[config.mk]
export PLATFORM = sky130hd
export DESIGN_NAME = sorted_byte_priority_queue
export DESIGN_NICKNAME = d
export VERILOG_FILES = /design/src/rtl/sbpq_pkg.sv /design/src/rtl/sbpq_list.sv /design/src/rtl/sorted_byte_priority_queue.sv
export SDC_FILE = /design/constraint.sdc
export NUM_CORES = 1
export LEC_CHECK = 0
export ABC_CLOCK_PERIOD_IN_PS = 4500
export BUFFER_PORTS_ARGS = -buffer_cell sky130_fd_sc_hd__buf_4
export CORE_UTILIZATION = 45
export CTS_CLUSTER_DIAMETER = 40
export DETAILED_ROUTE_END_ITERATION = 10
export HOLD_SLACK_MARGIN = 0.08
export PLACE_DENSITY = 0.63
export SLEW_MARGIN = 25
export SYNTH_ARGS = -nofsm -noshare
export SYNTH_HDL_FRONTEND = slang
export SYNTH_SLANG_ARGS = --single-unit
[constraint.sdc]
create_clock -name i_clk -period 4.5 [get_ports i_clk]
set_clock_uncertainty 0.15 [all_clocks]
set_input_delay 0.225 -clock i_clk [delete_from_list [all_inputs] [get_ports i_clk]]
set_output_delay 0.225 -clock i_clk [all_outputs]
set_load 0.02 [all_outputs]
[src/rtl/sbpq_pkg.sv]
// sbpq_pkg: shared types and codes for the sorted byte priority queue.
// Used by sbpq_list and sorted_byte_priority_queue; depends on nothing.
package sbpq_pkg;

    localparam int KEY_W  = 8;
    localparam int FILL_W = 5;
    localparam int STAT_W = 2;

    // command codes
    localparam logic CMD_ENQ = 1'b0;
    localparam logic CMD_DEQ = 1'b1;

    // status codes
    localparam logic [STAT_W-1:0] ST_OK    = 2'd0;
    localparam logic [STAT_W-1:0] ST_FULL  = 2'd1;
    localparam logic [STAT_W-1:0] ST_EMPTY = 2'd2;

    typedef logic [KEY_W-1:0] t_key;

    // one result beat as produced by the list
    typedef struct packed {
        t_key              out_key;
        logic              out_valid;
        logic [FILL_W-1:0] fill;
        logic [STAT_W-1:0] status;
    } t_res;

endpackage

[src/rtl/sbpq_list.sv]
// sbpq_list: register array of keys kept in descending order plus the count.
// Depends on sbpq_pkg. Applies one enqueue or dequeue per cycle.
module sbpq_list
    import sbpq_pkg::*;
#(
    parameter int CAPACITY = 16
) (
    input  logic i_clk,
    input  logic i_rst_n,
    input  logic i_vld,
    input  logic i_cmd,
    input  t_key i_key,
    output t_res o_res
);

    localparam int CNT_W = $clog2(CAPACITY + 1);

    // largest key sits at entry 0
    t_key             r_keys [CAPACITY];
    t_key             n_keys [CAPACITY];
    logic [CNT_W-1:0] r_count;
    logic [CNT_W-1:0] n_count;
    logic [CAPACITY-1:0] ge;
    logic             is_full;
    logic             is_empty;
    logic [CNT_W+FILL_W-1:0] fill_ext;

    assign is_full  = (r_count == CNT_W'(CAPACITY));
    assign is_empty = (r_count == '0);

    // compare the new key against every stored entry at once
    always_comb begin
        for (int j = 0; j < CAPACITY; j++) begin
            ge[j] = (CNT_W'(j) < r_count) && (r_keys[j] >= i_key);
        end
    end

    // build next array, count and the result beat
    always_comb begin
        n_count         = r_count;
        o_res.out_key   = '0;
        o_res.out_valid = 1'b0;
        o_res.status    = ST_OK;
        for (int j = 0; j < CAPACITY; j++) begin
            n_keys[j] = r_keys[j];
        end
        if (i_cmd == CMD_ENQ) begin
            if (is_full) begin
                o_res.status = ST_FULL;
            end else begin
                // keep entries >= key, drop key in, shift the rest down
                for (int j = 0; j < CAPACITY; j++) begin
                    if (ge[j]) begin
                        n_keys[j] = r_keys[j];
                    end else if (j == 0) begin
                        n_keys[j] = i_key;
                    end else if (ge[j-1]) begin
                        n_keys[j] = i_key;
                    end else begin
                        n_keys[j] = r_keys[j-1];
                    end
                end
                n_count = r_count + CNT_W'(1);
            end
        end else begin
            if (is_empty) begin
                o_res.status = ST_EMPTY;
            end else begin
                // pop the head, advance everything up one place
                o_res.out_key   = r_keys[0];
                o_res.out_valid = 1'b1;
                for (int j = 0; j < CAPACITY - 1; j++) begin
                    n_keys[j] = r_keys[j+1];
                end
                n_count = r_count - CNT_W'(1);
            end
        end
        fill_ext   = {{FILL_W{1'b0}}, n_count};
        o_res.fill = fill_ext[FILL_W-1:0];
    end

    // clear count under reset, update it on each valid beat
    always_ff @(posedge i_clk) begin
        if (!i_rst_n) begin
            r_count <= '0;
        end else if (i_vld) begin
            r_count <= n_count;
        end
    end

    // key storage needs no reset
    always_ff @(posedge i_clk) begin
        if (i_vld) begin
            for (int j = 0; j < CAPACITY; j++) begin
                r_keys[j] <= n_keys[j];
            end
        end
    end

    a_count_bound: assert property (@(posedge i_clk) disable iff (!i_rst_n)
        r_count <= CNT_W'(CAPACITY))
        else $error("entry count above capacity");

    a_head_order: assert property (@(posedge i_clk) disable iff (!i_rst_n)
        (r_count >= CNT_W'(2)) |-> (r_keys[0] >= r_keys[1]))
        else $error("head entries out of order");

    a_full_hold: assert property (@(posedge i_clk) disable iff (!i_rst_n)
        (i_vld && i_cmd == CMD_ENQ && is_full) |=> $stable(r_count))
        else $error("refused enqueue changed the count");

    a_deq_step: assert property (@(posedge i_clk) disable iff (!i_rst_n)
        (i_vld && i_cmd == CMD_DEQ && !is_empty) |=> (r_count == $past(r_count) - CNT_W'(1)))
        else $error("dequeue did not drop the count by one");

endmodule

[src/rtl/sorted_byte_priority_queue.sv]
// sorted_byte_priority_queue: top level, input and result registers around sbpq_list.
// Depends on sbpq_pkg and sbpq_list.
//
//  channel  | direction | handshake               | payload
//  ---------+-----------+-------------------------+-------------------------------------
//  command  | in        | start high, busy low    | i_cmd, i_key
//  result   | out       | o_done for one cycle    | o_out_key, o_out_valid, o_fill, o_status
//
// One command beat per cycle while busy is low; its result passes the input register,
// then the list update and result register, before it shows with o_done.
// busy is high during reset and in the cycle after it; it never rises afterwards.
// Reset empties the queue; stored keys are left as they were.
// The result side cannot stall: o_done pulses once per accepted beat.
module sorted_byte_priority_queue
    import sbpq_pkg::*;
#(
    parameter int CAPACITY = 16
) (
    input  logic              i_clk,
    input  logic              i_rst_n,
    input  logic              start,
    output logic              busy,
    input  logic              i_cmd,
    input  logic [KEY_W-1:0]  i_key,
    output logic              o_done,
    output logic [KEY_W-1:0]  o_out_key,
    output logic              o_out_valid,
    output logic [FILL_W-1:0] o_fill,
    output logic [STAT_W-1:0] o_status
);

    logic r_busy;
    logic r_req_vld;
    logic r_cmd;
    t_key r_key;
    logic r_done;
    t_res r_res;
    t_res list_res;

    // capture the command beat
    always_ff @(posedge i_clk) begin
        if (!i_rst_n) begin
            r_busy    <= 1'b1;
            r_req_vld <= 1'b0;
        end else begin
            r_busy    <= 1'b0;
            r_req_vld <= start && !r_busy;
        end
    end

    always_ff @(posedge i_clk) begin
        r_cmd <= i_cmd;
        r_key <= i_key;
    end

    sbpq_list #(
        .CAPACITY (CAPACITY)
    ) u_list (
        .i_clk   (i_clk),
        .i_rst_n (i_rst_n),
        .i_vld   (r_req_vld),
        .i_cmd   (r_cmd),
        .i_key   (r_key),
        .o_res   (list_res)
    );

    // register the result beat
    always_ff @(posedge i_clk) begin
        if (!i_rst_n) begin
            r_done <= 1'b0;
        end else begin
            r_done <= r_req_vld;
        end
    end

    always_ff @(posedge i_clk) begin
        r_res <= list_res;
    end

    assign busy        = r_busy;
    assign o_done      = r_done;
    assign o_out_key   = r_res.out_key;
    assign o_out_valid = r_res.out_valid;
    assign o_fill      = r_res.fill;
    assign o_status    = r_res.status;

    a_latency: assert property (@(posedge i_clk) disable iff (!i_rst_n)
        (start && !busy) |-> ##2 o_done)
        else $error("accepted beat gave no result two cycles later");

    a_valid_ok: assert property (@(posedge i_clk) disable iff (!i_rst_n)
        (o_done && o_out_valid) |-> (o_status == ST_OK))
        else $error("dequeued key reported with error status");

    a_no_spurious: assert property (@(posedge i_clk) disable iff (!i_rst_n)
        o_done |-> $past(start && !busy, 2))
        else $error("result without an accepted beat");

endmodule
==> results.toml <==
[layout]
nFillCells = 2278
multiInputGateArea_mm2 = 0.00641
drive_gt1_share_pct = 12.1
syn_to_final_growth_pct = 10.3
num_antenna_cells = 0
stdcell_area_mm2 = 0.0125
regArea_mm2 = 0.00451
final_nets = 1284

[setup_path]
path_delay_family = "compound AO/OA/AOI/OAI gates"
worstSetupPathDepth = 7
cp-end-kind = "flop"
required_ps = 4540
crit_end = "u_list.r_keys[6][8]"
critPathArrivalTime_ps = 3680
reg2reg_to = "u_list.r_keys[6][8]"
cp_num_buf_inv = 1
worstSetupPathType = "flop to flop"
rr_worst_depth = 7
rrSetupSlack_ps = 860
startpoint = "r_key[4]"
cp_max_fo = 18
worst_path_largest_cell_delay_ps = 840
crit_chain = "clkinv_1 -> ha_1 -> nand2_1 -> a211o_1 -> o21bai_1 -> a2111oi_0 -> a221o_1"
cp_slowest_cell = "clkinv_1"
start_kind = "flop"
worstReg2RegStart = "r_key[4]"

[global_route]
grt_pass1_vias = 8812
track_usage_pct = 25.9
grt_max_degree = 107
antenna_found_initial = 0
grt.overflow.total = 0
grt_pass1_wl_mm = 51.3

[place]
place_area_mm2 = 0.0118
place_congestion = 0.857
hpwlAfterDp_mm = 22.7
io_buffers = 29

[sta]
setup_tns_ps = 0
holdWs_ps = 271
relSlewSlack_pct = 26.8
fmax_ghz = 0.275
fin_crit_sh_pct = 80.8
finalWorstPathRequiredPeriod_ps = 3640
grt_setup_unrepaired = "false"
worst_pin_slew_ps = 1090
setup_viol = 0
drv_slew = 0
final_hold_viol_count = 0

[synthesis]
yosysWarningCount = 0
yosysTopAreaCell = "edfxtp_1"
ys.flop_type = "edfxtp_1"
netlist_instances = 1133
synth_area_leaders = "edfxtp_1 (34%), ha_1 (15%), o311ai_0 (6.2%), nand2b_1 (6.0%), dfxtp_1 (5.8%)"
synth_nets = 1277
avgSynthCellArea_um2 = 10.0
ys_types = 65
ys_seq_area_share_pct = 39.7
async_reset_ff_share_pct = 0
ys_top_cells_by_count = "nand2_1 (141), ha_1 (132), edfxtp_1 (128)"
synth_seq_cells = 161
netlist_area_mm2 = 0.0113
yosys.area.top_type_share_pct = 33.9
synth_edf_count = 128
synth.most_common_cell = "nand2_1"

[pwr]
vdd_drop_max_mv = 0.242
power.leakage_uw = 0.00463
powerDensity_mw_per_mm2 = 316

[floorplanning]
chipWidth_um = 161
die-area_mm2 = 0.0259
start_util_pct = 46.2
io_pins = 30
row_count = 57
core_mm2 = 0.0245
die_y_um = 161

[clock_tree]
clk_pin_slew_worst_paths_ps = 70
cts_root_buf = "clkbuf_16"
clock_path_buffers = 2
tritoncts = "yes"
cts_buffers = 17
clk_latency_ps = 440
cts_hold_buf = 11
clock-sinks = 161
htree_num_levels = 4
cts_setup_buffers = 0
ctsResizeCount = 0

[hold_path]
min_path_type = "primary input to flop"

[status]
status = "complete, no violations"

[routing]
viasPerCell = 6.37
wire_per_inst_um = 22.6
ant_nets = 0
drt-total-wl_mm = 33.4
vias = 9402
post-route-drc-count = 0
firstDrtPassIters = 7
first_iter_violations = 874

[flow_run]
cap_violations = 0
## final cells by class
type                    count  area share, %
inverters                  41           1.23
multi-input cells         867           51.2
flip-flops and latches    161           36.0
repair buffers             52           3.44
clock buffers              18           3.51
clock inverters            14           1.34
well taps                 324           3.24
## power breakdown
| group | internal, uW | leakage (uW) | switching (uW) |
|---|---|---|---|
| Clock | 851 | 0.000299 | 680 |
| Sequential | 1680 | 0.00145 | 60.7 |
| Combinational | 252 | 0.00288 | 431 |
## layer usage
metal | part of all wire, % | up-vias | track usage (%)
met5 | 0 | - | 0
met4 | 2.5 | 0 | 8.96
met3 | 7.1 | 55 | 3.23
met2 | 45 | 404 | 39.9
met1 | 45 | 4548 | 37.3
li1 | - | 4395 | -
## sequential cells by signal (all words and copies together), names as in the netlist, 2 cells and up
signal          cells
u_list.r_keys     128
o_out_key           8
r_key               8
o_fill              5
u_list.r_count      5
o_status            2
## worst min-delay path by stage
stage	from	endpoint	slack (ps)	cells past startpoint
5_1_grt	i_key[4]	r_key[4]	270	2
6_report	i_key[0]	r_key[0]	270	2
2_1_floorplan	i_cmd	r_cmd	100	0
3_3_place_gp	i_key[0]	r_key[0]	180	1
3_5_place_dp	i_key[0]	r_key[0]	180	1
4_1_cts	i_key[4]	r_key[4]	270	2
## cell families after synthesis
| family | Yosys count | synth area share [%] |
|---|---|---|
| AO/OA/AOI/OAI | 303 | 22.0 |
| XOR/XNOR | 5 | 0.386 |
| adder cells (fa/ha/maj) | 132 | 14.6 |
| buffers and inverters | 105 | 3.93 |
| flip-flops | 161 | 39.7 |
| multiplexers | 10 | 0.982 |
| AND/OR/NAND/NOR | 417 | 18.4 |
## placed cells by master, fill, tap and decap left out, types with 15 or more instances in the layout
master     Yosys  final
o21ai_0       31     31
nand2b_1     109    109
dfxtp_1       33     32
nand2_1      141    141
nor2_1        25     25
a211o_1       15     15
nand3_1      103    103
inv_1         41     40
ha_1         132    132
a21oi_1       41     40
o311ai_1      18     18
edfxtp_1     128    128
o311ai_0      80     80
clkbuf_16      0     17
buf_4          4     40
## worst reg2reg max path: stages, from the launching register on
cell and delay, ps:
dfxtp_1 330, clkinv_1 840, ha_1 690, nand2_1 50, a211o_1 280, o21bai_1 510
a2111oi_0 220, a221o_1 310
## stage by stage
step | instances | setup slack, ps | total power, uW | util, %
2_1_floorplan | 1133 | 1860 | 2230 | -
3_3_place_gp | 1433 | 1240 | 2420 | 48.0
4_1_cts | 1476 | 1100 | 3950 | 50.9
5_1_grt | 1477 | 742 | 4090 | 51.0
3_5_place_dp | 1433 | 1120 | 2440 | 48.0
6_report | 1477 | 863 | 3960 | 51.0
Power figures use the tool's default switching activity.
